--- config.mk ---
export PLATFORM = sky130hd
export DESIGN_NAME = bba_seq
export DESIGN_NICKNAME = d
export VERILOG_FILES = /design/src/rtl/core/bba_pkg.sv /design/src/rtl/core/bba_seq.sv
export SDC_FILE = /design/constraint.sdc
export NUM_CORES = 2
export LEC_CHECK = 0
export BUFFER_PORTS_ARGS = -buffer_cell sky130_fd_sc_hd__buf_2
export CAP_MARGIN = 0
export CORE_ASPECT_RATIO = 0.9
export CORE_UTILIZATION = 45
export DETAILED_ROUTE_END_ITERATION = 8
export PLACE_DENSITY = 0.69
export SLEW_MARGIN = 20
export SYNTH_ARGS = -nofsm -noshare
export SYNTH_HDL_FRONTEND = slang
export SYNTH_SLANG_ARGS = --single-unit
--- constraint.sdc ---
create_clock -name i_clk -period 8.7 [get_ports i_clk]
set_input_delay 0.87 -clock i_clk [delete_from_list [all_inputs] [get_ports i_clk]]
set_output_delay 0.87 -clock i_clk [all_outputs]
set_load 0.1 [all_outputs]
--- src/rtl/core/bba_pkg.sv ---
// ----------------------------------------------------------------------------
// bba_pkg
// Shared types, codes and constants of the bitmap block allocator.
// ----------------------------------------------------------------------------
package bba_pkg;

    localparam int DEF_GROUP_BITS   = 16384;
    localparam int DEF_HEADER_BYTES = 24;

    localparam int POS_W   = 16;   // bitmap position
    localparam int ADDR_W  = 10;   // bitmap word address
    localparam int WORD_W  = 64;
    localparam int WORDS   = 1024;
    localparam int CMD_W   = 3;
    localparam int RUN_W   = 17;
    localparam int CNT_W   = 32;
    localparam int STAT_W  = 2;
    localparam int CFG_IDX_W  = 2;
    localparam int CFG_DATA_W = 32;
    localparam int IN_DATA_W  = 144;
    localparam int OUT_DATA_W = 152;

    localparam logic [CMD_W-1:0] CMD_FREE        = 3'd0;
    localparam logic [CMD_W-1:0] CMD_ALLOC_RANGE = 3'd1;
    localparam logic [CMD_W-1:0] CMD_ALLOC_GOAL  = 3'd2;
    localparam logic [CMD_W-1:0] CMD_WRITE       = 3'd3;
    localparam logic [CMD_W-1:0] CMD_READ        = 3'd4;

    localparam logic [STAT_W-1:0] STAT_OK         = 2'd0;
    localparam logic [STAT_W-1:0] STAT_RANGE      = 2'd1;
    localparam logic [STAT_W-1:0] STAT_NO_SPACE   = 2'd2;
    localparam logic [STAT_W-1:0] STAT_NO_BITMAP  = 2'd3;

    localparam logic [CFG_IDX_W-1:0] CFG_PART_LEN   = 2'd0;
    localparam logic [CFG_IDX_W-1:0] CFG_BITMAP     = 2'd1;
    localparam logic [CFG_IDX_W-1:0] CFG_TRACKING   = 2'd2;
    localparam logic [CFG_IDX_W-1:0] CFG_INIT_FREE  = 2'd3;

    localparam logic [POS_W-1:0] RST_PART_LEN = 16'd65344;

    typedef struct packed {
        logic [POS_W-1:0] part_len;
        logic             bitmap_present;
        logic             count_tracking;
    } t_cfg;

    typedef struct packed {
        logic [POS_W-1:0]  start_block;
        logic [POS_W-1:0]  start_offset;
        logic [RUN_W-1:0]  run_length;
        logic [POS_W-1:0]  target_block;
        logic [ADDR_W-1:0] word_index;
        logic [WORD_W-1:0] word_value;
    } t_item;

    typedef struct packed {
        logic [STAT_W-1:0] status;
        logic [POS_W-1:0]  allocated_block;
        logic [RUN_W-1:0]  blocks_done;
        logic [RUN_W-1:0]  already_free;
        logic [CNT_W-1:0]  free_blocks;
        logic [WORD_W-1:0] read_value;
    } t_result;

    typedef struct packed {
        logic              we;
        logic [ADDR_W-1:0] waddr;
        logic [WORD_W-1:0] wdata;
        logic              re;
        logic [ADDR_W-1:0] raddr;
    } t_mem_req;

endpackage

--- src/rtl/core/bba_seq.sv ---
// ----------------------------------------------------------------------------
// bba_seq
// Command sequencer: word write/read and bit-at-a-time read/modify/write over the bitmap store,
// with a shared subtract-loop divider and byte/bit scan routines.
// ----------------------------------------------------------------------------
module bba_seq #(
    parameter int GROUP_BITS   = bba_pkg::DEF_GROUP_BITS,
    parameter int HEADER_BYTES = bba_pkg::DEF_HEADER_BYTES
) (
    input  logic                           i_clk,
    input  logic                           i_rst_n,
    input  bba_pkg::t_cfg                  i_cfg,
    input  logic                           i_fc_load,
    input  logic [bba_pkg::CNT_W-1:0]      i_fc_value,
    input  logic                           i_start,
    input  logic [bba_pkg::CMD_W-1:0]      i_cmd,
    input  bba_pkg::t_item                 i_item,
    output logic                           o_ready,
    output logic                           o_res_valid,
    output bba_pkg::t_result               o_res,
    input  logic                           i_out_free,
    output bba_pkg::t_mem_req              o_mem_req,
    input  logic [bba_pkg::WORD_W-1:0]     i_mem_rdata
);
    import bba_pkg::*;

    localparam int HDR_BITS    = HEADER_BYTES * 8;
    localparam int GROUP_BYTES = GROUP_BITS / 8;
    localparam int B_W   = $clog2(GROUP_BITS + 1);
    localparam int K_W   = $clog2(GROUP_BYTES + 1);
    localparam int REM_W = $clog2(65536 + HDR_BITS + GROUP_BITS);
    localparam int G_W   = $clog2((65536 + HDR_BITS + GROUP_BITS) / GROUP_BITS + 1);
    localparam int I_W   = G_W + 1;

    localparam logic [B_W-1:0]   GB_B   = B_W'(GROUP_BITS);
    localparam logic [REM_W-1:0] GB_R   = REM_W'(GROUP_BITS);
    localparam logic [K_W-1:0]   GBY_K  = K_W'(GROUP_BYTES);
    localparam logic [REM_W-1:0] HDR_R  = REM_W'(HDR_BITS);
    localparam logic [POS_W-1:0] HDR_P  = POS_W'(HDR_BITS);
    localparam logic [K_W-1:0]   HB_K   = K_W'(HEADER_BYTES);
    localparam logic [B_W-1:0]   HDRB_B = B_W'(HDR_BITS);

    typedef enum logic [27:0] {
        S_CLR    = 28'b1 << 0,
        S_IDLE   = 28'b1 << 1,
        S_DISP   = 28'b1 << 2,
        S_FREE_RD= 28'b1 << 3,
        S_FREE_OP= 28'b1 << 4,
        S_DIV    = 28'b1 << 5,
        S_NR     = 28'b1 << 6,
        S_AR_CHK = 28'b1 << 7,
        S_AR_RD  = 28'b1 << 8,
        S_AR_OP  = 28'b1 << 9,
        S_AR_END = 28'b1 << 10,
        S_GT_RD  = 28'b1 << 11,
        S_GT_OP  = 28'b1 << 12,
        S_SB_CHK = 28'b1 << 13,
        S_SB_RD  = 28'b1 << 14,
        S_SB_OP  = 28'b1 << 15,
        S_SB_RET = 28'b1 << 16,
        S_FO_CHK = 28'b1 << 17,
        S_FO_RD  = 28'b1 << 18,
        S_FO_OP  = 28'b1 << 19,
        S_FO_RET = 28'b1 << 20,
        S_OTH    = 28'b1 << 21,
        S_BK_CHK = 28'b1 << 22,
        S_BK_RD  = 28'b1 << 23,
        S_BK_OP  = 28'b1 << 24,
        S_CL_RD  = 28'b1 << 25,
        S_CLAIM  = 28'b1 << 26,
        S_DONE   = 28'b1 << 27
    } t_state;

    typedef enum logic [2:0] {
        RET_SB_FIRST,
        RET_SB_EG,
        RET_SB_OTHER,
        RET_FO_EG,
        RET_FO_REST,
        RET_FO_OTHER
    } t_ret;

    t_state             r_state;
    t_ret               r_ret;
    logic [ADDR_W-1:0]  r_clr;
    logic [CNT_W-1:0]   r_fc;
    logic [CMD_W-1:0]   r_cmd;
    logic [POS_W-1:0]   r_start;
    logic [POS_W-1:0]   r_offs;
    logic [RUN_W-1:0]   r_run;
    logic [POS_W-1:0]   r_goal;
    logic [ADDR_W-1:0]  r_widx;
    logic [WORD_W-1:0]  r_wval;
    logic [STAT_W-1:0]  r_status;
    logic [POS_W-1:0]   r_blk;
    logic [RUN_W-1:0]   r_done;
    logic [RUN_W-1:0]   r_already;
    logic [POS_W-1:0]   r_p;
    logic [RUN_W-1:0]   r_cnt;
    logic [REM_W-1:0]   r_rem;
    logic [G_W-1:0]     r_quo;
    logic [G_W-1:0]     r_g;
    logic [G_W-1:0]     r_nr;
    logic [B_W-1:0]     r_b;
    logic [B_W-1:0]     r_lim;
    logic [K_W-1:0]     r_k;
    logic [2:0]         r_j;
    logic [I_W-1:0]     r_i;
    logic               r_hit;

    logic [POS_W-1:0]   w_pos;
    logic               w_bit;
    logic [WORD_W-1:0]  w_mask;
    logic [B_W-1:0]     w_gs_bits;
    logic [K_W-1:0]     w_gs_k;
    logic [G_W-1:0]     w_gn;
    logic               w_gn_zero;
    logic [B_W:0]       w_eg_raw;
    logic [B_W-1:0]     w_eg;

    function automatic logic [POS_W-1:0] gpos(input logic [G_W-1:0] g,
                                              input logic [B_W-1:0] b);
        return POS_W'(32'(g) * 32'(GROUP_BITS) + 32'(b));
    endfunction

    always_comb begin
        unique case (r_state)
            S_FREE_RD, S_FREE_OP: w_pos = r_p + r_cnt[POS_W-1:0];
            S_SB_RD, S_SB_OP:     w_pos = gpos(r_g, B_W'({r_k, 3'b000}) + B_W'(r_j));
            S_BK_RD, S_BK_OP:     w_pos = gpos(r_g, r_b - B_W'(1));
            default:              w_pos = gpos(r_g, r_b);
        endcase
    end

    assign w_bit     = i_mem_rdata[w_pos[5:0]];
    assign w_mask    = WORD_W'(1) << w_pos[5:0];
    assign w_gs_bits = (r_g == '0) ? HDRB_B : '0;
    assign w_gs_k    = (r_g == '0) ? HB_K : '0;
    assign w_gn      = (({1'b0, r_g} + (G_W+1)'(1)) >= {1'b0, r_nr}) ? '0 : r_g + G_W'(1);
    assign w_gn_zero = (w_gn == '0);
    // next 64-bit boundary, clipped to the group end
    assign w_eg_raw  = ({1'b0, r_b} + (B_W+1)'(63)) & {{(B_W-5){1'b1}}, 6'b000000};
    assign w_eg      = (w_eg_raw > {1'b0, GB_B}) ? GB_B : w_eg_raw[B_W-1:0];

    always_comb begin
        o_mem_req.we    = 1'b0;
        o_mem_req.waddr = w_pos[POS_W-1:6];
        o_mem_req.wdata = i_mem_rdata;
        o_mem_req.re    = 1'b0;
        o_mem_req.raddr = w_pos[POS_W-1:6];
        unique case (r_state)
            S_CLR: begin
                o_mem_req.we    = 1'b1;
                o_mem_req.waddr = r_clr;
                o_mem_req.wdata = '0;
            end
            S_DISP: begin
                if (r_cmd == CMD_WRITE) begin
                    o_mem_req.we    = 1'b1;
                    o_mem_req.waddr = r_widx;
                    o_mem_req.wdata = r_wval;
                end else if (r_cmd == CMD_READ) begin
                    o_mem_req.re    = 1'b1;
                    o_mem_req.raddr = r_widx;
                end
            end
            S_FREE_RD, S_AR_RD, S_GT_RD, S_SB_RD, S_FO_RD, S_BK_RD, S_CL_RD: begin
                o_mem_req.re = 1'b1;
            end
            S_FREE_OP: begin
                o_mem_req.we    = !w_bit;
                o_mem_req.wdata = i_mem_rdata | w_mask;
            end
            S_AR_OP: begin
                o_mem_req.we    = w_bit;
                o_mem_req.wdata = i_mem_rdata & ~w_mask;
            end
            S_CLAIM: begin
                o_mem_req.we    = 1'b1;
                o_mem_req.wdata = i_mem_rdata & ~w_mask;
            end
            default: begin
            end
        endcase
    end

    always_ff @(posedge i_clk) begin
        if (!i_rst_n) begin
            r_state <= S_CLR;
            r_clr   <= '0;
            r_fc    <= '0;
        end else begin
            if (i_fc_load) begin
                r_fc <= i_fc_value;
            end
            unique case (r_state)
                S_CLR: begin
                    r_clr <= r_clr + ADDR_W'(1);
                    if (&r_clr) begin
                        r_state <= S_IDLE;
                    end
                end
                S_IDLE: begin
                    if (i_start) begin
                        r_cmd   <= i_cmd;
                        r_start <= i_item.start_block;
                        r_offs  <= i_item.start_offset;
                        r_run   <= i_item.run_length;
                        r_goal  <= i_item.target_block;
                        r_widx  <= i_item.word_index;
                        r_wval  <= i_item.word_value;
                        r_state <= S_DISP;
                    end
                end
                S_DISP: begin
                    r_status  <= STAT_OK;
                    r_blk     <= '0;
                    r_done    <= '0;
                    r_already <= '0;
                    r_state   <= S_DONE;
                    case (r_cmd)
                        CMD_FREE: begin
                            if (!i_cfg.bitmap_present) begin
                                r_status <= STAT_NO_BITMAP;
                            end else if ((18'(r_start) + 18'(r_run)) > 18'(i_cfg.part_len)) begin
                                r_status <= STAT_RANGE;
                            end else begin
                                r_p   <= r_start + r_offs + HDR_P;
                                r_cnt <= '0;
                                if (r_run != '0) begin
                                    r_state <= S_FREE_RD;
                                end
                            end
                        end
                        CMD_ALLOC_RANGE: begin
                            if (r_start >= i_cfg.part_len) begin
                                r_status <= STAT_RANGE;
                            end else begin
                                r_rem   <= REM_W'(r_start) + HDR_R;
                                r_quo   <= '0;
                                r_state <= S_DIV;
                            end
                        end
                        CMD_ALLOC_GOAL: begin
                            // goal outside the partition falls back to block 0
                            r_rem   <= REM_W'((r_goal >= i_cfg.part_len) ? '0 : r_goal) + HDR_R;
                            r_quo   <= '0;
                            r_state <= S_DIV;
                        end
                        default: begin
                        end
                    endcase
                end
                S_FREE_RD: r_state <= S_FREE_OP;
                S_FREE_OP: begin
                    if (w_bit) begin
                        r_already <= r_already + RUN_W'(1);
                    end else begin
                        r_done <= r_done + RUN_W'(1);
                        if (i_cfg.count_tracking) begin
                            r_fc <= r_fc + CNT_W'(1);
                        end
                    end
                    r_cnt   <= r_cnt + RUN_W'(1);
                    r_state <= ((r_cnt + RUN_W'(1)) == r_run) ? S_DONE : S_FREE_RD;
                end
                S_DIV: begin
                    if (r_rem >= GB_R) begin
                        r_rem <= r_rem - GB_R;
                        r_quo <= r_quo + G_W'(1);
                    end else begin
                        r_g <= r_quo;
                        r_b <= B_W'(r_rem);
                        if (r_cmd == CMD_ALLOC_RANGE) begin
                            r_state <= S_AR_CHK;
                        end else begin
                            // group count, rounded up
                            r_rem   <= REM_W'(i_cfg.part_len) + HDR_R + GB_R - REM_W'(1);
                            r_quo   <= '0;
                            r_state <= S_NR;
                        end
                    end
                end
                S_NR: begin
                    if (r_rem >= GB_R) begin
                        r_rem <= r_rem - GB_R;
                        r_quo <= r_quo + G_W'(1);
                    end else begin
                        r_nr    <= r_quo;
                        r_k     <= w_gs_k;
                        r_j     <= '0;
                        r_ret   <= RET_SB_FIRST;
                        r_state <= S_SB_CHK;
                    end
                end
                S_AR_CHK: begin
                    r_state <= (r_b >= GB_B || r_run == '0) ? S_AR_END : S_AR_RD;
                end
                S_AR_RD: r_state <= S_AR_OP;
                S_AR_OP: begin
                    if (!w_bit) begin
                        r_state <= S_AR_END;
                    end else begin
                        r_run   <= r_run - RUN_W'(1);
                        r_done  <= r_done + RUN_W'(1);
                        r_b     <= r_b + B_W'(1);
                        r_state <= S_AR_CHK;
                    end
                end
                S_AR_END: begin
                    if (i_cfg.count_tracking) begin
                        r_fc <= r_fc - CNT_W'(r_done);
                    end
                    r_state <= S_DONE;
                end
                S_GT_RD: r_state <= S_GT_OP;
                S_GT_OP: begin
                    if (w_bit) begin
                        r_state <= S_CL_RD;
                    end else begin
                        r_lim   <= w_eg;
                        r_ret   <= RET_FO_EG;
                        r_state <= S_FO_CHK;
                    end
                end
                S_SB_CHK: begin
                    if (r_k >= GBY_K) begin
                        r_hit   <= 1'b0;
                        r_state <= S_SB_RET;
                    end else begin
                        r_state <= S_SB_RD;
                    end
                end
                S_SB_RD: r_state <= S_SB_OP;
                S_SB_OP: begin
                    if (!w_bit) begin
                        r_k     <= r_k + K_W'(1);
                        r_j     <= '0;
                        r_state <= S_SB_CHK;
                    end else if (r_j == 3'd7) begin
                        r_hit   <= 1'b1;
                        r_state <= S_SB_RET;
                    end else begin
                        r_j     <= r_j + 3'd1;
                        r_state <= S_SB_RD;
                    end
                end
                S_SB_RET: begin
                    case (r_ret)
                        RET_SB_FIRST: begin
                            if (r_hit) begin
                                r_state <= S_GT_RD;
                            end else begin
                                r_i     <= '0;
                                r_state <= S_OTH;
                            end
                        end
                        RET_SB_EG: begin
                            if (r_hit) begin
                                r_b     <= B_W'({r_k, 3'b000});
                                r_j     <= '0;
                                r_state <= S_BK_CHK;
                            end else begin
                                r_lim   <= GB_B;
                                r_ret   <= RET_FO_REST;
                                r_state <= S_FO_CHK;
                            end
                        end
                        default: begin
                            if (r_hit) begin
                                r_b     <= B_W'({r_k, 3'b000});
                                r_j     <= '0;
                                r_state <= S_BK_CHK;
                            end else begin
                                r_i     <= r_i + I_W'(1);
                                r_state <= S_OTH;
                            end
                        end
                    endcase
                end
                S_FO_CHK: begin
                    if (r_b >= r_lim) begin
                        r_hit   <= 1'b0;
                        r_state <= S_FO_RET;
                    end else begin
                        r_state <= S_FO_RD;
                    end
                end
                S_FO_RD: r_state <= S_FO_OP;
                S_FO_OP: begin
                    if (w_bit) begin
                        r_hit   <= 1'b1;
                        r_state <= S_FO_RET;
                    end else begin
                        r_b     <= r_b + B_W'(1);
                        r_state <= S_FO_CHK;
                    end
                end
                S_FO_RET: begin
                    case (r_ret)
                        RET_FO_EG: begin
                            if (r_hit) begin
                                r_state <= S_CL_RD;
                            end else begin
                                // r_b sits on the boundary: look for a whole free byte
                                r_k     <= K_W'(r_b >> 3);
                                r_j     <= '0;
                                r_ret   <= RET_SB_EG;
                                r_state <= S_SB_CHK;
                            end
                        end
                        RET_FO_REST: begin
                            if (r_hit) begin
                                r_state <= S_CL_RD;
                            end else begin
                                r_i     <= '0;
                                r_state <= S_OTH;
                            end
                        end
                        default: begin
                            if (r_hit) begin
                                r_j     <= '0;
                                r_state <= S_BK_CHK;
                            end else begin
                                r_i     <= r_i + I_W'(1);
                                r_state <= S_OTH;
                            end
                        end
                    endcase
                end
                S_OTH: begin
                    // first lap over the groups wants a free byte, second lap any bit
                    if (r_i >= {r_nr, 1'b0}) begin
                        r_status <= STAT_NO_SPACE;
                        r_state  <= S_DONE;
                    end else begin
                        r_g <= w_gn;
                        if (r_i < I_W'(r_nr)) begin
                            r_k     <= w_gn_zero ? HB_K : '0;
                            r_j     <= '0;
                            r_ret   <= RET_SB_OTHER;
                            r_state <= S_SB_CHK;
                        end else begin
                            r_b     <= w_gn_zero ? HDRB_B : '0;
                            r_lim   <= GB_B;
                            r_ret   <= RET_FO_OTHER;
                            r_state <= S_FO_CHK;
                        end
                    end
                end
                S_BK_CHK: begin
                    r_state <= (r_j < 3'd7 && r_b > w_gs_bits) ? S_BK_RD : S_CL_RD;
                end
                S_BK_RD: r_state <= S_BK_OP;
                S_BK_OP: begin
                    if (w_bit) begin
                        r_b     <= r_b - B_W'(1);
                        r_j     <= r_j + 3'd1;
                        r_state <= S_BK_CHK;
                    end else begin
                        r_state <= S_CL_RD;
                    end
                end
                S_CL_RD: r_state <= S_CLAIM;
                S_CLAIM: begin
                    if (i_cfg.count_tracking) begin
                        r_fc <= r_fc - CNT_W'(1);
                    end
                    r_blk   <= w_pos - HDR_P;
                    r_done  <= RUN_W'(1);
                    r_state <= S_DONE;
                end
                S_DONE: begin
                    if (i_out_free) begin
                        r_state <= S_IDLE;
                    end
                end
                default: r_state <= S_IDLE;
            endcase
        end
    end

    assign o_ready     = (r_state == S_IDLE);
    assign o_res_valid = (r_state == S_DONE);

    always_comb begin
        o_res.status          = r_status;
        o_res.allocated_block = r_blk;
        o_res.blocks_done     = r_done;
        o_res.already_free    = r_already;
        o_res.free_blocks     = r_fc;
        o_res.read_value      = (r_cmd == CMD_READ) ? i_mem_rdata : '0;
    end

    a_no_start_in_clear: assert property (@(posedge i_clk) disable iff (!i_rst_n)
        (r_state == S_CLR) |-> !i_start)
        else $error("item started during clearing pass");

    a_free_count: assert property (@(posedge i_clk) disable iff (!i_rst_n)
        (r_state == S_FREE_OP) |-> (r_cnt == r_done + r_already))
        else $error("free run counters out of step");

    a_scan_bound: assert property (@(posedge i_clk) disable iff (!i_rst_n)
        (r_state == S_FO_CHK) |-> (r_b <= r_lim))
        else $error("bit scan passed its limit");

    a_done_release: assert property (@(posedge i_clk) disable iff (!i_rst_n)
        (r_state == S_DONE && i_out_free) |=> (r_state == S_IDLE))
        else $error("result handed over but sequencer not idle");

endmodule

==> impl_metrics.env <==
export IMPL_synthCells=3261
export IMPL_hold_class="input pin to register"
export IMPL_max_vdd_ir_drop_mv=0.163
export IMPL_worstPathMaxFanout=25
export IMPL_period_needed_ps=7500
export IMPL_vias_per_cell=6.16
export IMPL_io_buffers=496
export IMPL_die_y_um=240
export IMPL_required_ps=7830
export IMPL_clock_path_buffers=3
export IMPL_drc=0
export IMPL_insertion_delay_ps=590
export IMPL_rsz0062_at_grt="false"
export IMPL_syn_avg_cell_area_um2=8.67
export IMPL_max_freq_mhz=133
export IMPL_p_total_mw=4.96
export IMPL_pin_count=497
export IMPL_gp_congestion=0.968
export IMPL_whs_ps=450
export IMPL_final_hold_viol_count=0
export IMPL_worstPathArrival_ps=6630
export IMPL_ys_seq_area_share_pct=36.8
export IMPL_ant_nets=0
export IMPL_synth_area_leaders="edfxtp_1 32%, ha_1 7.5%, a21oi_1 5.0%"
export IMPL_cts_tree="yes"
export IMPL_power_per_cell_area_mw_per_mm2=150
export IMPL_nets=4098
export IMPL_synth_area_mm2=0.0283
export IMPL_wl_met2_mm=46.4
export IMPL_clock_skew_ps=29.6
export IMPL_antenna_found_initial=10
export IMPL_grt_overflow=0
export IMPL_postCtsSetupRepairBufs=0
export IMPL_slew_violations=0
export IMPL_synth_top_area_share_pct=31.9
export IMPL_syn_nets=3695
export IMPL_top_layer_used="met5"
export IMPL_core_area_mm2=0.0617
export IMPL_setup_violations=0
export IMPL_dieArea_mm2=0.0638
export IMPL_post_drt_wl_per_cell_um=23.3
export IMPL_leakage_nw=13.9
export IMPL_rows=86
export IMPL_setup_slack_ps=1200
export IMPL_max_slew_margin_pct=24.7
export IMPL_ys_seq_elements=370
export IMPL_dr_wl_met3_mm=11.4
export IMPL_drv_cap=0
export IMPL_yosysTopAreaCell="edfxtp_1"
export IMPL_area_growth_pct=16.7
export IMPL_hold_buffers=0
export IMPL_vias=28000
export IMPL_endpoint_kind="primary output"
export IMPL_die_width_um=266
export IMPL_ys_flop_type="edfxtp_1"
export IMPL_cts_root_buf="clkbuf_16"
export IMPL_tns_ps=0
export IMPL_drt_pre_antenna_iters=6
export IMPL_met1_length_mm=43.9
export IMPL_clkSinkCount=370
export IMPL_period_share_pct=86.2
export IMPL_clkTransAtPathRegs_ps=60
export IMPL_grt_max_degree=75
export IMPL_synth_distinct_cells=97
export IMPL_start_util_pct=45.9
export IMPL_cts_resized=0
export IMPL_drive_gt1_share_pct=18.8
export IMPL_yosysWarnings=0
export IMPL_tightest_slew_ps=1120
export IMPL_synth_edf_count=300
export IMPL_totalWireLength_mm=106
export IMPL_dp_hpwl_mm=80.2
export IMPL_grt_pass1_wl_mm=155
export IMPL_h_tree_depth=2
export IMPL_dr_first_iter_drc_count=3451
export IMPL_pre_cts_ws_ps=1680
export IMPL_status="finished clean"
export IMPL_numCtsBuffers=43
export IMPL_start_kind="register"
export IMPL_async_flop_share_pct=0
export IMPL_grt_pass1_vias=25100
export IMPL_grtUsageTotal_pct=31.8
export IMPL_crit_type="register to primary output"
[cells in the mapped netlist, types with 30 or more instances]
cell type / number
inv_1: 124
xor2_1: 93
dfxtp_1: 70
o22ai_1: 40
a22oi_1: 90
a21o_1: 57
mux2i_1: 32
a21oi_1: 284
nand2_1: 267
and3_1: 113
mux2_2: 34
nor4_1: 35
ha_1: 169
o21ai_0: 196
clkbuf_1: 157
nand4_1: 39
xnor2_1: 161
nand3_1: 96
nor3_1: 65
nor2_1: 373
edfxtp_1: 300
nand2b_1: 30
[critical path, cell delays in order, from the launching register on]
cell       delay (ps)
dfxtp_1           370
or4_1             580
nor4_1            700
and4_1            580
a221o_1           380
a21o_1            570
mux2_2            280
o22ai_1            70
a2111oi_0         510
a211oi_2          170
o22ai_4           750
nand2_1           410
nand4_1           190
buf_2             470
[sequential cells by signal (all words and copies together) (netlist names), 10 cells and up]
| name | count |
|---|---|
| r_widx | 10 |
| r_done | 17 |
| r_clr | 10 |
| r_goal | 16 |
| r_blk | 16 |
| r_p | 16 |
| r_k | 12 |
| r_b | 15 |
| r_already | 17 |
| r_start | 16 |
| r_offs | 16 |
| r_wval | 64 |
| r_run | 17 |
| r_state | 28 |
| r_fc | 32 |
| r_cnt | 17 |
| r_rem | 17 |
[area by class of cell]
cell class                 count  area [um^2]
sequential                   370        10400
tap                          836         1050
fill                        5723        28700
antenna                        5         12.5
inverter                     124          465
timing repair buffer         546         2860
multi-input combinational   2579        16800
clock inverter                27          297
clock buffer                  51         1150
[cell families after synthesis]
family | after synthesis | share of synthesized area, %
buffers and inverters | 312 | 4.32
adders and majority gates | 173 | 7.76
AOI/OAI and AO/OA | 903 | 20.3
xor gates and xnor gates | 254 | 7.87
and+or+nand+nor | 1181 | 20.4
muxes | 68 | 2.57
DFF | 370 | 36.8
[per-stage QoR]
| stage | instances | util [%] | instance area, um^2 |
|---|---|---|---|
| 3_3_place_gp | 4455 | 51.1 | 31500 |
| 3_5_place_dp | 4455 | 51.1 | 31500 |
| 2_1_floorplan | 3261 | - | 28300 |
| 6_report | 4538 | 53.5 | 33000 |
| 5_1_grt | 4535 | 53.5 | 33000 |
| 4_1_cts | 4533 | 53.5 | 33000 |
[power breakdown]
group,total [mW],switching [mW],internal [mW],leakage (nW)
sequential,1.96,0.0418,1.92,3.38
clock,1.91,0.790,1.12,0.704
combinational,1.09,0.854,0.234,9.81
[cells in the final DEF (no fill, tap or decap), drive strengths merged, types with 10 or more instances in the layout]
cell type and instances:
o21ai 202, or3 22, nand4 39, xor2 93
nor4 37, buf 546, edfxtp 300, clkbuf 51
mux2i 32, o221ai 13, o21a 10, a21o 57
and3 113, dfxtp 70, and4 13, nor2b 29
a221oi 16, mux2 36, nor3b 10, a21oi 285
o22ai 41, nand2b 30, o31ai 11, ha 169
or4 17, and2 25, a22oi 90, clkinv 20
a211oi 16, nor3 66, a31oi 30, inv 124
nand3 96, xnor2 161, a2111oi 11, o21bai 16
o211ai 19, nor2 374, nand2 268
[per-layer routing]
metal | global-route usage, % | up-vias
met5 | 0 | -
met3 | 7.26 | 255
met2 | 48.1 | 1678
li1 | - | 12900
met1 | 44.3 | 13200
met4 | 11.2 | 12
[final timing paths]
path / from / endpoint / slack, ps / cells after the start
setup / recovery: r_state[8]$_SDFFE_PN0P_ / o_mem_req[85] / 1200 / 13
hold / removal: i_item[25] / r_wval[25]$_DFFE_PP_ / 450 / 1
setup reg to reg: r_state[8]$_SDFFE_PN0P_ / r_run[0]$_DFFE_PP_ / 2250 / 12
hold reg to reg: r_quo[1]$_DFFE_PP_ / r_nr[1]$_DFFE_PP_ / 490 / 0
Power figures use the tool's default switching activity.
